===== config.mk =====
export PLATFORM = sky130hd
export DESIGN_NAME = msp_frame_receiver
export DESIGN_NICKNAME = d
export VERILOG_FILES = /design/src/sv/mfr_pkg.sv /design/src/sv/msp_frame_receiver.sv /design/src/sv/mfr_datapath.sv /design/src/sv/mfr_controller.sv
export SDC_FILE = /design/constraint.sdc
export NUM_CORES = 1
export LEC_CHECK = 0
export BUFFER_PORTS_ARGS = -buffer_cell sky130_fd_sc_hd__buf_4
export CAP_MARGIN = 20
export CORE_ASPECT_RATIO = 1.4
export CORE_UTILIZATION = 35
export CTS_BUF_LIST = sky130_fd_sc_hd__clkbuf_8
export DETAILED_ROUTE_END_ITERATION = 16
export REMOVE_ABC_BUFFERS = 1
export SLEW_MARGIN = 20
export SYNTH_ARGS = -nofsm -noshare
export SYNTH_HDL_FRONTEND = slang
export SYNTH_SLANG_ARGS = --single-unit

===== constraint.sdc =====
create_clock -name clock -period 5.3 [get_ports clock]
set_clock_uncertainty 0.05 [all_clocks]
set_input_delay 0.53 -clock clock [delete_from_list [all_inputs] [get_ports clock]]
set_output_delay 0.53 -clock clock [all_outputs]
set_load 0.01 [all_outputs]

===== src/sv/mfr_pkg.sv =====
// Shared constants, types and codes of the frame receiver.
package mfr_pkg;

   localparam int BUFFER_DEPTH = 64;
   localparam int BUF_AW = (BUFFER_DEPTH > 1) ? $clog2(BUFFER_DEPTH) : 1;
   localparam int CNT_W = 8;
   localparam int CSR_IDX_W = 2;
   localparam int CSR_DATA_W = 16;

   localparam logic [CNT_W-1:0] BUFFER_DEPTH_C = CNT_W'(BUFFER_DEPTH);

   localparam logic OP_BYTE = 1'b0;
   localparam logic OP_TICK = 1'b1;

   localparam logic ST_PAYLOAD = 1'b0;
   localparam logic ST_TIMEOUT = 1'b1;

   localparam logic [CSR_IDX_W-1:0] REG_TIMEOUT_TICKS = 2'd0;
   localparam logic [CSR_IDX_W-1:0] REG_MAX_PAYLOAD = 2'd1;

   localparam logic [15:0] TIMEOUT_RESET = 16'd1000;
   localparam logic [6:0] MAX_PAYLOAD_RESET = 7'd64;

   localparam logic [7:0] HDR_DOLLAR = 8'h24;
   localparam logic [7:0] HDR_EM = 8'h4D;
   localparam logic [7:0] HDR_LESS = 8'h3C;

   typedef struct packed {
      logic hdr_store;
      logic hdr_clear;
      logic frame_clear;
      logic take_size;
      logic take_id;
      logic take_data;
      logic tick;
      logic emit_start;
      logic emit_read;
      logic emit_next;
      logic show_frame;
      logic show_timeout;
   } mfr_cmd_type;

   typedef struct packed {
      logic hdr_busy;
      logic hdr_full;
      logic hdr_ok;
      logic size_zero;
      logic data_done;
      logic csum_ok;
      logic eff_zero;
      logic tick_timeout;
      logic emit_last;
   } mfr_status_type;

endpackage


===== src/sv/msp_frame_receiver.sv =====
// Top level of the serial command frame receiver.
//
// The req_ channel carries one word per received byte (req_opcode = 0) or per
// time tick (req_opcode = 1). Bytes and ticks are taken while the block hunts
// for or collects a frame; the frame is checked against its XOR checksum.
// A good frame yields max_payload words on the rsp_ channel (clipped to the
// buffer depth), stored bytes first and then zero fill, rsp_last on the final
// one. Each of these words is first read from the payload store read port and
// then presented, so the first word follows the checksum byte through the read
// state and then the show state. A timeout gives one word with rsp_status
// set, valid in the cycle after the tick that caused it.
// While result words are pending, req_ready is low; a stalled receiver holds
// rsp_valid and the word until rsp_ready, and input waits meanwhile.
// Registers are written through csr_ at any idle moment, one per cycle.
// Synchronous reset restores the register defaults and returns the block to
// header hunting at once; the payload store is not cleared.
module msp_frame_receiver
   import mfr_pkg::*;
(
   input  logic                  clock,
   input  logic                  reset,
   input  logic                  req_valid,
   output logic                  req_ready,
   input  logic                  req_opcode,
   input  logic [7:0]            req_rx_byte,
   output logic                  rsp_valid,
   input  logic                  rsp_ready,
   output logic                  rsp_status,
   output logic [7:0]            rsp_message_id,
   output logic [7:0]            rsp_payload_size,
   output logic [5:0]            rsp_byte_index,
   output logic [7:0]            rsp_data_byte,
   output logic                  rsp_last,
   input  logic                  csr_write_enable,
   input  logic [CSR_IDX_W-1:0]  csr_index,
   input  logic [CSR_DATA_W-1:0] csr_write_data
);

   mfr_cmd_type    cmd;
   mfr_status_type sts;

   mfr_controller u_controller (
      .clock      (clock),
      .reset      (reset),
      .req_valid  (req_valid),
      .req_opcode (req_opcode),
      .rsp_ready  (rsp_ready),
      .sts        (sts),
      .cmd        (cmd),
      .req_ready  (req_ready),
      .rsp_valid  (rsp_valid)
   );

   mfr_datapath u_datapath (
      .clock            (clock),
      .reset            (reset),
      .cmd              (cmd),
      .rx_byte          (req_rx_byte),
      .csr_write_enable (csr_write_enable),
      .csr_index        (csr_index),
      .csr_write_data   (csr_write_data),
      .sts              (sts),
      .rsp_status       (rsp_status),
      .rsp_message_id   (rsp_message_id),
      .rsp_payload_size (rsp_payload_size),
      .rsp_byte_index   (rsp_byte_index),
      .rsp_data_byte    (rsp_data_byte),
      .rsp_last         (rsp_last)
   );

endmodule


===== src/sv/mfr_datapath.sv =====
// Datapath of the frame receiver: header, checksum, tick timer, payload store and result fields.
module mfr_datapath
   import mfr_pkg::*;
(
   input  logic                  clock,
   input  logic                  reset,
   input  mfr_cmd_type           cmd,
   input  logic [7:0]            rx_byte,
   input  logic                  csr_write_enable,
   input  logic [CSR_IDX_W-1:0]  csr_index,
   input  logic [CSR_DATA_W-1:0] csr_write_data,
   output mfr_status_type        sts,
   output logic                  rsp_status,
   output logic [7:0]            rsp_message_id,
   output logic [7:0]            rsp_payload_size,
   output logic [5:0]            rsp_byte_index,
   output logic [7:0]            rsp_data_byte,
   output logic                  rsp_last
);

   logic [15:0]      timeout_ff, timeout_in;
   logic [6:0]       max_ff, max_in;
   logic [1:0]       hdr_cnt_ff, hdr_cnt_in;
   logic [7:0]       hdr0_ff, hdr0_in;
   logic [7:0]       hdr1_ff, hdr1_in;
   logic [7:0]       frame_size_ff, frame_size_in;
   logic [7:0]       frame_id_ff, frame_id_in;
   logic [CNT_W-1:0] pay_cnt_ff, pay_cnt_in;
   logic [7:0]       xor_ff, xor_in;
   logic [15:0]      elapsed_ff, elapsed_in;
   logic [CNT_W-1:0] emit_idx_ff, emit_idx_in;
   logic [7:0]       rd_data_ff;

   logic [7:0]       store_mem [BUFFER_DEPTH];

   logic [CNT_W-1:0] eff_max;
   logic [15:0]      elapsed_next;
   logic             store_en;
   logic [CNT_W:0]   pay_cnt_inc;
   logic [CNT_W:0]   emit_idx_inc;

   // The effective maximum is the configured one clipped to the buffer.
   always_comb begin
      if (CNT_W'(max_ff) > BUFFER_DEPTH_C) begin
         eff_max = BUFFER_DEPTH_C;
      end else begin
         eff_max = CNT_W'(max_ff);
      end
   end

   assign elapsed_next = (elapsed_ff == 16'hFFFF) ? elapsed_ff : elapsed_ff + 16'd1;
   assign store_en     = (pay_cnt_ff < eff_max) && (pay_cnt_ff < BUFFER_DEPTH_C);
   assign pay_cnt_inc  = {1'b0, pay_cnt_ff} + {{CNT_W{1'b0}}, 1'b1};
   assign emit_idx_inc = {1'b0, emit_idx_ff} + {{CNT_W{1'b0}}, 1'b1};

   assign sts.hdr_busy     = (hdr_cnt_ff != 2'd0);
   assign sts.hdr_full     = (hdr_cnt_ff == 2'd2);
   assign sts.hdr_ok       = (hdr0_ff == HDR_DOLLAR) && (hdr1_ff == HDR_EM) &&
                             (rx_byte == HDR_LESS);
   assign sts.size_zero    = (frame_size_ff == 8'd0);
   assign sts.data_done    = (pay_cnt_inc >= {1'b0, frame_size_ff});
   assign sts.csum_ok      = (rx_byte == xor_ff);
   assign sts.eff_zero     = (eff_max == {CNT_W{1'b0}});
   assign sts.tick_timeout = (elapsed_next >= timeout_ff);
   assign sts.emit_last    = (emit_idx_inc == {1'b0, eff_max});

   always_comb begin
      timeout_in    = timeout_ff;
      max_in        = max_ff;
      hdr_cnt_in    = hdr_cnt_ff;
      hdr0_in       = hdr0_ff;
      hdr1_in       = hdr1_ff;
      frame_size_in = frame_size_ff;
      frame_id_in   = frame_id_ff;
      pay_cnt_in    = pay_cnt_ff;
      xor_in        = xor_ff;
      elapsed_in    = elapsed_ff;
      emit_idx_in   = emit_idx_ff;

      if (csr_write_enable) begin
         if (csr_index == REG_TIMEOUT_TICKS) begin
            timeout_in = csr_write_data[15:0];
         end else if (csr_index == REG_MAX_PAYLOAD) begin
            max_in = csr_write_data[6:0];
         end
      end

      if (cmd.frame_clear) begin
         hdr_cnt_in    = 2'd0;
         hdr0_in       = 8'd0;
         hdr1_in       = 8'd0;
         frame_size_in = 8'd0;
         frame_id_in   = 8'd0;
         pay_cnt_in    = {CNT_W{1'b0}};
         xor_in        = 8'd0;
         elapsed_in    = 16'd0;
      end else begin
         if (cmd.hdr_store) begin
            // The third header byte is never held: it is checked as it arrives.
            if (hdr_cnt_ff == 2'd0) begin
               hdr0_in    = rx_byte;
               elapsed_in = 16'd0;
            end else begin
               hdr1_in = rx_byte;
            end
            hdr_cnt_in = hdr_cnt_ff + 2'd1;
         end
         if (cmd.hdr_clear) begin
            hdr_cnt_in = 2'd0;
            hdr0_in    = 8'd0;
            hdr1_in    = 8'd0;
         end
         if (cmd.take_size) begin
            frame_size_in = rx_byte;
            xor_in        = rx_byte;
         end
         if (cmd.take_id) begin
            frame_id_in = rx_byte;
            xor_in      = xor_ff ^ rx_byte;
            pay_cnt_in  = {CNT_W{1'b0}};
         end
         if (cmd.take_data) begin
            xor_in     = xor_ff ^ rx_byte;
            pay_cnt_in = pay_cnt_inc[CNT_W-1:0];
         end
         if (cmd.tick) begin
            elapsed_in = elapsed_next;
         end
      end

      if (cmd.emit_start) begin
         emit_idx_in = {CNT_W{1'b0}};
      end else if (cmd.emit_next) begin
         emit_idx_in = emit_idx_inc[CNT_W-1:0];
      end
   end

   always_ff @(posedge clock) begin
      if (reset) begin
         timeout_ff    <= TIMEOUT_RESET;
         max_ff        <= MAX_PAYLOAD_RESET;
         hdr_cnt_ff    <= 2'd0;
         hdr0_ff       <= 8'd0;
         hdr1_ff       <= 8'd0;
         frame_size_ff <= 8'd0;
         frame_id_ff   <= 8'd0;
         pay_cnt_ff    <= {CNT_W{1'b0}};
         xor_ff        <= 8'd0;
         elapsed_ff    <= 16'd0;
         emit_idx_ff   <= {CNT_W{1'b0}};
      end else begin
         timeout_ff    <= timeout_in;
         max_ff        <= max_in;
         hdr_cnt_ff    <= hdr_cnt_in;
         hdr0_ff       <= hdr0_in;
         hdr1_ff       <= hdr1_in;
         frame_size_ff <= frame_size_in;
         frame_id_ff   <= frame_id_in;
         pay_cnt_ff    <= pay_cnt_in;
         xor_ff        <= xor_in;
         elapsed_ff    <= elapsed_in;
         emit_idx_ff   <= emit_idx_in;
      end
   end

   always_ff @(posedge clock) begin
      if (cmd.take_data && store_en) begin
         store_mem[pay_cnt_ff[BUF_AW-1:0]] <= rx_byte;
      end
      if (cmd.emit_read) begin
         rd_data_ff <= store_mem[emit_idx_ff[BUF_AW-1:0]];
      end
   end

   always_comb begin
      rsp_status       = ST_PAYLOAD;
      rsp_message_id   = 8'd0;
      rsp_payload_size = 8'd0;
      rsp_byte_index   = 6'd0;
      rsp_data_byte    = 8'd0;
      rsp_last         = 1'b0;
      if (cmd.show_timeout) begin
         rsp_status = ST_TIMEOUT;
         rsp_last   = 1'b1;
      end else if (cmd.show_frame) begin
         rsp_message_id   = frame_id_ff;
         rsp_payload_size = frame_size_ff;
         rsp_byte_index   = emit_idx_ff[5:0];
         // Positions past the received size are zero filled.
         rsp_data_byte    = (emit_idx_ff < frame_size_ff) ? rd_data_ff : 8'd0;
         rsp_last         = sts.emit_last;
      end
   end

endmodule


===== src/sv/mfr_controller.sv =====
// Controller of the frame receiver: frame phase and result sequencing.
module mfr_controller
   import mfr_pkg::*;
(
   input  logic           clock,
   input  logic           reset,
   input  logic           req_valid,
   input  logic           req_opcode,
   input  logic           rsp_ready,
   input  mfr_status_type sts,
   output mfr_cmd_type    cmd,
   output logic           req_ready,
   output logic           rsp_valid
);

   localparam logic [2:0] S_HUNT      = 3'd0;
   localparam logic [2:0] S_SIZE      = 3'd1;
   localparam logic [2:0] S_ID        = 3'd2;
   localparam logic [2:0] S_DATA      = 3'd3;
   localparam logic [2:0] S_CSUM      = 3'd4;
   localparam logic [2:0] S_EMIT_RD   = 3'd5;
   localparam logic [2:0] S_EMIT_SHOW = 3'd6;
   localparam logic [2:0] S_TO_SHOW   = 3'd7;

   logic [2:0] state_ff, state_in;
   logic       take;
   logic       busy;

   assign req_ready = (state_ff == S_HUNT) || (state_ff == S_SIZE) || (state_ff == S_ID) ||
                      (state_ff == S_DATA) || (state_ff == S_CSUM);
   assign rsp_valid = (state_ff == S_EMIT_SHOW) || (state_ff == S_TO_SHOW);
   assign take      = req_valid && req_ready;
   assign busy      = (state_ff != S_HUNT) || sts.hdr_busy;

   always_comb begin
      cmd      = '0;
      state_in = state_ff;

      if (take && (req_opcode == OP_TICK)) begin
         // A tick only counts while a frame is in progress.
         if (busy) begin
            cmd.tick = 1'b1;
            if (sts.tick_timeout) begin
               cmd.frame_clear = 1'b1;
               state_in        = S_TO_SHOW;
            end
         end
      end else if (take) begin
         unique case (state_ff)
            S_HUNT: begin
               if (sts.hdr_full) begin
                  if (sts.hdr_ok) begin
                     cmd.hdr_clear = 1'b1;
                     state_in      = S_SIZE;
                  end else begin
                     cmd.frame_clear = 1'b1;
                  end
               end else begin
                  cmd.hdr_store = 1'b1;
               end
            end
            S_SIZE: begin
               cmd.take_size = 1'b1;
               state_in      = S_ID;
            end
            S_ID: begin
               cmd.take_id = 1'b1;
               state_in    = sts.size_zero ? S_CSUM : S_DATA;
            end
            S_DATA: begin
               cmd.take_data = 1'b1;
               if (sts.data_done) begin
                  state_in = S_CSUM;
               end
            end
            S_CSUM: begin
               // Frame fields are kept until the last result word has gone.
               if (sts.csum_ok && !sts.eff_zero) begin
                  cmd.emit_start = 1'b1;
                  state_in       = S_EMIT_RD;
               end else begin
                  cmd.frame_clear = 1'b1;
                  state_in        = S_HUNT;
               end
            end
            default: begin
               state_in = state_ff;
            end
         endcase
      end else begin
         unique case (state_ff)
            S_EMIT_RD: begin
               cmd.emit_read = 1'b1;
               state_in      = S_EMIT_SHOW;
            end
            S_EMIT_SHOW: begin
               cmd.show_frame = 1'b1;
               if (rsp_ready) begin
                  if (sts.emit_last) begin
                     cmd.frame_clear = 1'b1;
                     state_in        = S_HUNT;
                  end else begin
                     cmd.emit_next = 1'b1;
                     state_in      = S_EMIT_RD;
                  end
               end
            end
            S_TO_SHOW: begin
               cmd.show_timeout = 1'b1;
               if (rsp_ready) begin
                  state_in = S_HUNT;
               end
            end
            default: begin
               state_in = state_ff;
            end
         endcase
      end
   end

   always_ff @(posedge clock) begin
      if (reset) begin
         state_ff <= S_HUNT;
      end else begin
         state_ff <= state_in;
      end
   end

endmodule


# After elaboration in Yosys (flattened, before gate mapping)
# Memories as Yosys holds them, arrays and structs flattened. A register that Yosys moved wholly into a read port is not among the register bits.
# Index checks and enable logic that the tools add are counted.
# W data, S select, Z words.
# totals
input_bits	32
mem_bits_rw	512
register_bits	100
memories	1
elab_cells	155
# mem_list
name	depth	word_bits	read_ports	rd_ports_with_merged_regs	write_ports	line	source
u_datapath.store_mem	64	8	1	1	1	mfr_datapath.sv:34	logic [7:0] store_mem [BUFFER_DEPTH];
# op_classes
add_sub_neg	4
n_mux	71
n_reduce_logical	35
n_bitwise	3
eq_ne	23
n_lt_le_gt_ge	6
# op_table
operator	n
$mux W8	12
$mux W16	4
$mux W3	14
$mux W1	28
$add A8 B1 Y9 const B	2
$add A16 B1 Y16 const B	1
$eq A16 B16 Y1 const B	1
$eq A8 B6 Y1 const B	2
$ge A16 B16 Y1	1
$logic_not A8 Y1	2
$pmux W3 S5	1
$eq A3 B3 Y1 const B	4
$mux W6	2
$ne A4 B4 Y1 const B	3
$mux W2	5
$eq A9 B7 Y1	1
$ge A9 B8 Y1	1
$pmux W3 S3	1
$reduce_and A9 Y1	1
$eq A8 B7 Y1 const B	1
$eq A8 B8 Y1	1
$lt A8 B7 Y1	1
$lt A8 B7 Y1 const B	1
$lt A8 B8 Y1	1
28 further kinds	51

# Depth between registers and ports, before layout
# depth
depth_word	11
mapped_depth	17
mapped_depth_nobuf	14

# By module
# Synthesis repeated with hierarchy kept, for this count alone.
# unflattened
cells_unflattened	1723
hier_area_um2	26342.8
# by_module_without_submodules
mod	cells_per_inst	area_per_inst_um2	instances	seq_area_each_um2
mfr_datapath	1656	25892.3	1	17556.8
mfr_controller	67	450.4	1	60.1

# Worst setup path before layout
# No wires, ideal clock.
# synth_path
path_type	register to register
from	register u_datapath.elapsed_ff[0]
to	register u_datapath.hdr1_ff[1]
period_less_slack_ns	3.258
setup_time_ns	0.065
arrival_time_ns	3.143
path_buffers	3
required_ns	5.185
path_slack_ns	2.042
stages_incl_launch_ff	18
cell_sequence	dfxtp_1 ha_1 nand2_1 nor4bb_1 clkbuf_1 a21oi_2 nand3_1 xnor2_1 ha_1 a211oi_1 o21ai_0 o2111ai_1 o211ai_1 a221oi_1 o21ai_1 buf_4 buf_4 nor2_1
# synth_via
elab_chain_len	7
# synth_lines
element	line	source
start: declaration	mfr_datapath.sv:30	logic [15:0] elapsed_ff, elapsed_in;
start signal: assignment	mfr_datapath.sv:161	elapsed_ff <= elapsed_in;
$add A16 B1 Y16 or $eq A16 B16 Y1 (tied branches)	mfr_datapath.sv:51	assign elapsed_next = (elapsed_ff == 16'hFFFF) ? elapsed_ff : elapsed_ff + 16'd1;
$mux W16 *	mfr_datapath.sv:51	
$ge A16 B16 Y1 *	mfr_datapath.sv:64	assign sts.tick_timeout = (elapsed_next >= timeout_ff);
$mux W1 *	mfr_controller.sv:43	if (sts.tick_timeout) begin
$mux W1 *	mfr_controller.sv:41	if (busy) begin
$mux W1 *	mfr_controller.sv:39	if (take && (req_opcode == OP_TICK)) begin
$reduce_or A3 Y1 (no source line) *	-	
end signal: assignment	mfr_datapath.sv:156	hdr1_ff <= hdr1_in;
end: declaration	mfr_datapath.sv:25	logic [7:0] hdr1_ff, hdr1_in;
# Every way passes the cells marked *; elsewhere a longest branch is shown, timed or not.
# A chain may end at the register's enable or synchronous reset.

# Final worst setup path
# layout_path
from	register u_datapath.elapsed_ff[6]
to	register u_datapath.xor_ff[7]
# layout_via
elab_chain_len	7
# layout_lines
element	line	source
$add A16 B1 Y16 or $eq A16 B16 Y1 (tied branches)	mfr_datapath.sv:51	
$mux W16 *	mfr_datapath.sv:51	
$ge A16 B16 Y1 *	mfr_datapath.sv:64	
$mux W1 *	mfr_controller.sv:43	
$mux W1 *	mfr_controller.sv:41	
$mux W1 *	mfr_controller.sv:39	
$reduce_or A2 Y1 (no source line) *	-	
end signal: assignment	mfr_datapath.sv:160	xor_ff <= xor_in;
end: declaration	mfr_datapath.sv:29	logic [7:0] xor_ff, xor_in;
# Marks and branches as above.

==> results.rst <==
.. list-table::
   :header-rows: 1

   * - Metric
     - Value
   * - Global-route wire length before repair
     - approximately 97,000 microns
   * - Slew margin rel.
     - around a third
   * - Global Route Usage Sum
     - between 10% and 20%
   * - Setup ws final
     - 1130 ps
   * - Hold wc startpoint
     - csr_write_data[10]
   * - Maximum root-to-sink buffer count
     - 3
   * - Nature of the critical path startpoint
     - flop
   * - Total of max-cap violations
     - 0
   * - Final setup violating endpoints
     - 0
   * - Post-route total power
     - between 9 and 10 mW
   * - TritonCTS clock tree
     - yes
   * - Max incr delay on CP
     - roughly 460 ps
   * - Clk Tree Root Cell
     - clkbuf_8
   * - EDFF count, synth
     - 520
   * - Clock-pin slew reported for the worst setup and hold paths after clock tree synthesis
     - 60 ps
   * - Total Neg Setup Slack
     - 0 ps
   * - Post-CTS sizing
     - 0
   * - RSZ-0062 raised after global routing
     - false
   * - Vias per std cell
     - between 5 and 6
   * - Synthesized area per cell
     - 16.3 sq um
   * - Routed len/inst
     - between 20 and 25 microns
   * - Post-CTS setup buffer count
     - 0
   * - Height of the chip
     - 326 microns
   * - DRC violations left
     - 4
   * - Pre-CTS setup slack
     - 1150 ps
   * - Synth top area share
     - between 50% and 60%
   * - Failing checks
     - design-rule violations
   * - Cells traversed along the worst timing path
     - and4_1 > nand2_1 > nor3_1 > and3_1 > nor2b_1 > a21oi_1 > ha_1 > nand4_1 > nor2_1 > a221oi_1 > o211ai_1 > a221oi_1 > o21ai_4 > buf_4 > nor3_1
   * - Total power per unit cell area
     - around 320 nW/um^2
   * - Static leakage power
     - between 9 and 10 nW
   * - Worst Max-Slew Pin Slew
     - between 900 and 1000 ps
   * - Gate count of the mapped netlist
     - between 1,500 and 2,000
   * - Worst Path Max Fanout
     - 50
   * - Post-Syn Area
     - between 20,000 and 30,000 sq um
   * - Dominant cell type by area after synthesis
     - edfxtp_1
   * - Worst Reg-to-Reg Cells
     - 15
   * - Proportion of synthesized flip-flops having asynchronous set or reset
     - 0%
   * - Post-CTS Hold Buffers
     - 7
   * - Primary FF master, synth
     - edfxtp_1
   * - Number of H-tree levels
     - 3
   * - Top cell types by occurrence after synthesis
     - edfxtp_1, mux4_2, nand2_1
   * - Share of final-layout standard cells stronger than drive strength 1
     - ~26%
   * - Part of the cycle the worst path needs
     - 78.7%
   * - Aggregate global routing overflow
     - 0
   * - Critical register-to-register path endpoint
     - u_datapath.xor_ff[7]$_SDFFE_PP0P_
   * - Placer Congestion
     - 0.839
   * - Required time of the worst setup path
     - 5850 ps
   * - Final slew viol count
     - 0
   * - TritonCTS Sinks
     - between 600 and 700
   * - Horizontal die dimension
     - approximately 230 microns
   * - Nature of the critical path endpoint
     - flop
   * - Number of global-route vias before repair
     - roughly 15,000
   * - Count of port buffers added during placement
     - 65
   * - Source of the worst register-to-register timing path
     - u_datapath.elapsed_ff[6]$_SDFFE_PP0P_
   * - Length of the first detailed-routing pass in iterations
     - 13
   * - TritonCTS buffer count
     - 94
   * - Antenna violations before repair
     - 2
   * - Clock insertion delay at the later pin of the skew report
     - between 700 and 800 ps
   * - Post-layout minimum cycle time
     - between 4000 and 5000 ps
   * - Worst Hold End
     - u_datapath.timeout_ff[10]$_SDFFE_PP0P_
   * - Ports placed on the boundary
     - 66
   * - Worst min-delay path category
     - input port to flop
   * - Starting density of the core
     - 35.4%
   * - Drt initial violations
     - around 1,200
   * - Slack of the worst reg-to-reg path
     - approximately 1100 ps
   * - Worst hold stages
     - 3
   * - Die outline area
     - around 76,000 sq um
   * - Fill cell total of the finished layout
     - approximately 6,700
   * - Std cell rows
     - 118
   * - Total number of yosys warnings
     - 0
   * - Number of routed nets with antenna violations
     - 0
   * - Peak Freq
     - around 240 MHz
   * - Routed wire length
     - approximately 65,000 microns
   * - Number of distinct standard cells referenced by the synthesized netlist
     - 65
   * - Most frequent cell after synthesis
     - edfxtp_1
   * - Post-synthesis sequential area ratio
     - 67.1%
   * - Maximum number of pins on one net before global-route repair
     - 130
   * - Endpoints failing hold
     - 0
   * - Setup CP Type
     - flop to flop
   * - Data arrival time of the worst path
     - 4720 ps
   * - Outcome
     - complete, but fails checks
   * - Max stage delay cell, worst path
     - dfxtp_1
   * - Family of cells with the greatest summed delay on the critical path
     - simple AND/OR/NAND/NOR gates
   * - Core footprint
     - around 74,000 sq um
   * - Hold slack
     - 54.1 ps
   * - Worst path buffer plus inverter count
     - 1
   * - Number of synthesized register bits
     - slightly above 600
   * - Vias post-DR
     - around 15,000
   * - Fin util
     - a little over 40%
   * - Net count of the finished layout
     - around 1,800
   * - Post-detailed-placement half-perimeter wirelength
     - ~42,000 microns
   * - Area delta synth->final
     - 14.6%
   * - Most area-consuming cells after synthesis
     - edfxtp_1, mux4_2, dfxtp_1
   * - Peak supply drop
     - approximately 160 uV
## worst min-delay path, stage by stage
cell and delay [ps]:
buf_4 110, nand2_1 40, a21oi_1 50
## registers in the layout, summed over array words and instances (netlist names)
name / count
u_datapath.frame_id_ff: 8
u_datapath.xor_ff: 8
u_datapath.rd_data_ff: 8
u_datapath.store_mem: 512
u_datapath.max_ff: 7
u_datapath.emit_idx_ff: 8
u_datapath.pay_cnt_ff: 8
u_datapath.hdr0_ff: 8
u_datapath.timeout_ff: 16
u_controller.state_ff: 3
u_datapath.hdr_cnt_ff: 2
u_datapath.elapsed_ff: 16
u_datapath.hdr1_ff: 8
u_datapath.frame_size_ff: 8
## layout by cell type (no fill, tap or decap), drive strengths merged, types with 22 or more instances in the layout
master / Yosys / routed
o21ai: 34 / 34
clkbuf: 54 / 98
mux4: 168 / 168
nor2: 80 / 80
dfxtp: 100 / 100
ha: 42 / 42
nand2: 113 / 113
clkinv: 1 / 58
edfxtp: 520 / 520
nor3: 96 / 96
nand3: 30 / 30
a21oi: 68 / 68
inv: 33 / 50
and2: 23 / 23
xnor2: 23 / 23
buf: 47 / 147
mux2i: 22 / 22
## how the worst max path moves through the flow
stage                     slack (ps)                                   start  cells after the start                                 end
final                           1130   u_datapath.elapsed_ff[6]$_SDFFE_PP0P_                     15   u_datapath.xor_ff[7]$_SDFFE_PP0P_
after global routing             820   u_datapath.elapsed_ff[6]$_SDFFE_PP0P_                     15  u_datapath.hdr1_ff[6]$_SDFFE_PP0P_
after CTS                       1040  u_datapath.emit_idx_ff[0]$_SDFFE_PP0P_                      9                    rsp_data_byte[7]
after detailed placement        1150   u_datapath.elapsed_ff[6]$_SDFFE_PP0P_                     15   u_datapath.xor_ff[7]$_SDFFE_PP0P_
after global placement          1290   u_datapath.elapsed_ff[6]$_SDFFE_PP0P_                     15  u_datapath.hdr1_ff[2]$_SDFFE_PP0P_
after floorplan                -4700  u_datapath.emit_idx_ff[0]$_SDFFE_PP0P_                      8  u_datapath.hdr0_ff[2]$_SDFFE_PP0P_
## report_power, final
| part | switching, mW | internal (mW) | total (mW) |
|---|---|---|---|
| registers | 0.0280 | 5.30 | 5.33 |
| clock network | 1.88 | 1.93 | 3.81 |
| logic | 0.247 | 0.121 | 0.368 |
| total | 2.16 | 7.35 | 9.51 |
## cell type report
type / count / area (sq um) / share of cell area, %
Inverter: 34 / 128 / 0.424
Timing Repair Buffer: 154 / 1200 / 3.98
Antenna cell: 2 / 5.00 / 0.0166
Tap cell: 960 / 1200 / 3.99
Sequential cell: 620 / 17600 / 58.6
Multi-Input combinational cell: 857 / 8120 / 27.0
Clock buffer: 98 / 1350 / 4.48
Clock inverter: 78 / 464 / 1.54
## routing by layer
metal  part of all wire, %  routed length, microns  global-route usage [%]  vias up
met1                    37                   24000                    19.6     7603
met5                     0                       0                       0        -
met2                    54                   34800                    30.9      472
met4                   3.7                    2390                    7.83        0
met3                   5.3                    3400                    3.19      116
li1                      -                       -                       -     6711
## per-stage QoR
stage	instance area, sq um	std cells
after floorplan	25800	1511
after global placement	28200	2618
after detailed placement	28200	2618
after CTS	30100	2801
after global routing	30100	2803
final	30100	2803
## cell families after synthesis
family	count (synthesis)	share of synthesized area, %
DFF	620	67.1
muxes	193	15.4
adders and majority gates	42	2.00
AOI/OAI and AO/OA	183	4.46
and+or+nand+nor	406	7.53
buffers and inverters	135	2.24
xor gates and xnor gates	33	1.32
Power figures use the tool's default switching activity.
